File: config.mk
export PLATFORM = sky130hd
export DESIGN_NAME = qps_ctrl
export DESIGN_NICKNAME = d
export VERILOG_FILES = /design/src/sv/qps_pkg.sv /design/src/sv/qps_ctrl.sv
export SDC_FILE = /design/constraint.sdc
export NUM_CORES = 1
export LEC_CHECK = 0
export BUFFER_PORTS_ARGS = -buffer_cell sky130_fd_sc_hd__buf_2
export CORE_AREA = 10 10 47 49
export CTS_BUF_LIST = sky130_fd_sc_hd__clkbuf_8 sky130_fd_sc_hd__clkbuf_16
export CTS_CLUSTER_SIZE = 25
export DETAILED_ROUTE_END_ITERATION = 10
export DIE_AREA = 0 0 57 59
export SLEW_MARGIN = 10
export SYNTH_ARGS = -nofsm -noshare
export SYNTH_HDL_FRONTEND = slang
export SYNTH_SLANG_ARGS = --single-unit
File: constraint.sdc
create_clock -name clk -period 2.8 [get_ports clk]
set_input_delay 0.56 -clock clk [delete_from_list [all_inputs] [get_ports clk]]
set_output_delay 0.56 -clock clk [all_outputs]
set_load 0.01 [all_outputs]
File: src/sv/qps_pkg.sv
// Package of shared types and constants for the quota priority scheduler.
package qps_pkg;

  localparam int CLASSES_DEF     = 8;
  localparam int QUEUE_DEPTH_DEF = 64;
  localparam int TAG_BITS_DEF    = 16;
  localparam int CLS_W           = 3;
  localparam int RUN_W           = 16;

  typedef enum logic [1:0] {
    OP_ENQ    = 2'd0,
    OP_DEQ    = 2'd1,
    OP_START  = 2'd2,
    OP_FINISH = 2'd3
  } op_t;

  typedef enum logic [1:0] {
    ST_OK    = 2'd0,
    ST_EMPTY = 2'd1,
    ST_FULL  = 2'd2,
    ST_UNDER = 2'd3
  } status_t;

  typedef enum logic [2:0] {
    CFG_MIN     = 3'd0,
    CFG_MAX_LO  = 3'd1,
    CFG_MAX_HI  = 3'd2,
    CFG_ENABLE  = 3'd3,
    CFG_DEFAULT = 3'd4,
    CFG_SHUT    = 3'd5
  } cfg_idx_t;

  typedef enum logic [1:0] {
    S_IDLE = 2'd0,
    S_EXEC = 2'd1,
    S_READ = 2'd2,
    S_RESP = 2'd3
  } state_t;

  // Controller commands to the datapath.
  typedef struct packed {
    logic capture;   // latch the incoming item
    logic execute;   // decide and update per-class state
    logic respond;   // drive the result strobe
  } cmd_t;

  // Datapath status to the controller.
  typedef struct packed {
    logic is_deq_grant;  // the executed item popped a tag
  } stat_t;

endpackage

File: src/sv/qps_ctrl.sv
// Controller state machine sequencing capture, execute and response.
module qps_ctrl import qps_pkg::*; (
  input  logic  clk,
  input  logic  rst_n,
  input  logic  start,
  input  stat_t stat,
  output logic  busy,
  output logic  done,
  output cmd_t  cmd
);

  state_t state_r, state_nxt;

  always_comb begin
    state_nxt = state_r;
    case (state_r)
      S_IDLE:  if (start) state_nxt = S_EXEC;
      S_EXEC:  state_nxt = S_READ;
      S_READ:  state_nxt = S_RESP;
      S_RESP:  state_nxt = S_IDLE;
      default: state_nxt = S_IDLE;
    endcase
  end

  always_comb begin
    cmd     = '0;
    busy    = 1'b1;
    done    = 1'b0;
    case (state_r)
      S_IDLE: begin
        busy        = 1'b0;
        cmd.capture = start;
      end
      S_EXEC:  cmd.execute = 1'b1;
      S_READ:  ;
      S_RESP: begin
        cmd.respond = 1'b1;
        done        = 1'b1;
      end
      default: ;
    endcase
  end

  always_ff @(posedge clk) begin
    if (!rst_n) state_r <= S_IDLE;
    else        state_r <= state_nxt;
  end

`ifndef SYNTHESIS
  a_exec_then_read: assert property (@(posedge clk) disable iff (!rst_n)
    state_r == S_EXEC |=> state_r == S_READ) else $error("exec not followed by read");
  a_start_exec: assert property (@(posedge clk) disable iff (!rst_n)
    (start && !busy) |=> cmd.execute) else $error("accepted item not executed");
  a_done_after: assert property (@(posedge clk) disable iff (!rst_n)
    cmd.execute |=> ##1 done) else $error("result not strobed");
  a_grant_hold: assert property (@(posedge clk) disable iff (!rst_n)
    (state_r == S_READ && stat.is_deq_grant) |=> stat.is_deq_grant)
    else $error("grant flag changed before response");
`endif

endmodule

==> reports/qor.csv <==
stage;metric;value;unit
power;seqPwrFrac;18.1;%
layout;final_nets;38;
route;wl_met3;59;um
floorplan;die-width;57;um
synthesis;yosys_warnings;0;
sta;setup_viol;0;
floorplan;coreArea;1400;um^2
sta;tns;0;ps
synthesis;ys_types;11;
power;power;0.301;mW
route;drt-met1-wl;109;um
setup_path;cp_data_arrival_time;1230;ps
sta;skew;1.39;ps
setup_path;slowest_stage;dfxtp_1;
floorplan;die_h;59;um
job;cap_violations;0;
power;power_leakage;0.155;nW
setup_path;cp.required;2240;ps
setup_path;endpoint_kind;output port;
min_path;holdCritPathClass;reg -> reg;
setup_path;path_cells;inv_1 -> ha_1 -> and2_2 -> buf_2;
sta;fin_crit;1790;ps
floorplan;fp-row-count;14;
synthesis;syn_nets;27;
sta;rsz0062_at_grt;no;
setup_path;timing.rr.end;state_r[1];
layout;reg.largest.list;state_r (2);
grt;grt_start_max_net_pins;5;
layout;antenna_cells;0;
floorplan;initial_core_util;12.6;%
power;vdd_ir_drop_max;0.267;mV
sta;finalCritPeriodShare;64.1;%
sta;maxSlewViolCount;0;
clock_network;postCtsHoldBufs;0;
clock_network;worstSkewPairLatency;210;ps
synthesis;ys_seq_area_share;22.7;%
setup_path;critPathKind;reg -> out;
layout;final_cell_mix;buf_2 (7), ha_1 (5), inv_1 (3), clkbuf_8 (3), dfxtp_1 (2);
route;top_layer;met3;
min_path;holdPathStages;1;
place;postPlaceCellArea;224;um^2
layout;area_growth;50.4;%
synthesis;syn_area;176;um^2
power;pwr-share-clk;36.7;%
power;p_per_area;1130;nW/um^2
clock_network;cts_setup_buffers;0;
route;drc;0;
setup_path;cp_max_fo;4;
clock_network;cts_max_level;1;
outcome;run_status;complete, no violations;
synthesis;syn-mean-instance-area;9.80;um^2
synthesis;ys_ff_latch;2;
setup_path;critPathLaunchType;flip-flop;
clock_network;cts_max_path_buffers;2;
setup_path;slowest_delay;360;ps
layout;post-route-cell-area;265;um^2
place;finalWeightedCongestion;0.612;
clock_network;cts_sinks;2;
grt;grtUsageTotal;2.50;%
layout;layout_commonest_cell;buf_2;
grt;grt_pass1_wl;586;um
min_path;hold_end;state_r[0];
floorplan;pin_count;9;
min_path;min_from;state_r[0];
route;drt_iter0_markers;1;
layout;largest_reg_flops;2;
route;wire_per_inst;8.44;um
clock_network;cts_resized;0;
power;p_int;0.195;mW
clock_network;clk_pin_slew;30;ps
grt;grt_pass1_vias;144;
route;dr_total_vias;140;
synthesis;postSynthCellCount;18;
power;netSwitchingFraction;35.3;%
setup_path;r2r_setup_slack;1640;ps
clock_network;cts_tree;yes;
floorplan;dieArea;3360;um^2
route;dr.pass1.iters;2;
sta;tightestPinTransition;119;ps
setup_path;timing.rr.start;state_r[0];
layout;regMostFlops;state_r;
sta;slew_headroom;91.8;%
setup_path;r2r_cells;5;
route;dr_wl_met2;194;um
route;drtAntennaViolNets;0;
clock_network;cts_root_buffer;clkbuf_8;
power;switching_power;0.106;mW
route;routed_via_density;3.26;
place;port_buffers;7;
sta;holdWs;560;ps
clock_network;cts_buffers;3;
route;totalWireLength;363;um
power;pwr-share-comb;45.2;%
sta;fmax;558;MHz
grt;antenna_found_initial;0;
layout;final_layout_size_suffix_gt1_share;44.4;%
grt;overflow;0;
sta;hold_violations;0;
-- how the worst max path moves through the flow --
stage                     depth (start not counted)       start      to
after global routing                              4  state_r[0]  cmd[2]
after floorplan                                   3  state_r[0]  cmd[2]
final                                             4  state_r[0]  cmd[2]
after detailed placement                          4  state_r[0]  cmd[2]
after CTS                                         4  state_r[0]  cmd[2]
after global placement                            4  state_r[0]  cmd[2]
-- cell type report --
class / instances / area (um^2)
sequential: 2 / 40.0
tap: 16 / 20.0
inverter: 3 / 11.3
timing repair buffer: 7 / 35.0
multi-input combinational: 12 / 118
fill: 170 / 1140
clock buffer: 3 / 41.3
-- kinds of logic after synthesis --
kind of cell | share of synthesized area, %
DFF | 22.7
adders and majority gates | 35.5
muxes | 5.67
and+or+nand+nor | 19.9
buffers and inverters | 10.6
AOI/OAI and AO/OA | 5.67
-- synth_stat cells, drive strengths merged --
| library cell | number | area (um^2) |
|---|---|---|
| nor2 | 1 | 3.75 |
| nor2b | 1 | 6.26 |
| dfxtp | 2 | 40.0 |
| nand2b | 1 | 13.8 |
| and2 | 1 | 7.51 |
| inv | 3 | 11.3 |
| o211a | 1 | 10.0 |
| mux2i | 1 | 10.0 |
| ha | 5 | 62.6 |
| buf | 1 | 7.51 |
| nand2 | 1 | 3.75 |
-- power by group through the flow --
stage | registers [mW] | clock network (mW) | logic, mW
5_1_grt | 0.0578 | 0.119 | 0.153
4_1_cts | 0.0553 | 0.115 | 0.142
2_1_floorplan | 0.0521 | 0 | 0.104
3_5_place_dp | 0.0550 | 0 | 0.139
3_3_place_gp | 0.0550 | 0 | 0.136
6_report | 0.0544 | 0.110 | 0.136
-- metal layers --
metal	GRT usage [%]	up-vias
met5	0	-
met4	2.01	0
met3	3.22	0
met2	3.41	6
met1	1.78	61
li1	-	73
-- metrics by stage --
stage          instances  util [%]  setup WS (ps)
2_1_floorplan         18         -           1380
3_3_place_gp          40      16.0           1230
6_report              43      18.9           1010
3_5_place_dp          40      16.0           1220
5_1_grt               43      18.9            920
4_1_cts               43      18.9            986
-- critical path, delay by kind of cell, from the launching register on --
| family | cells | cell delay (ps) |
|---|---|---|
| fa+ha+maj | 1 | 250 |
| flops | 1 | 360 |
| simple gates | 1 | 180 |
| buf+inv | 2 | 230 |
No activity file was read; power rests on OpenSTA's default activity.
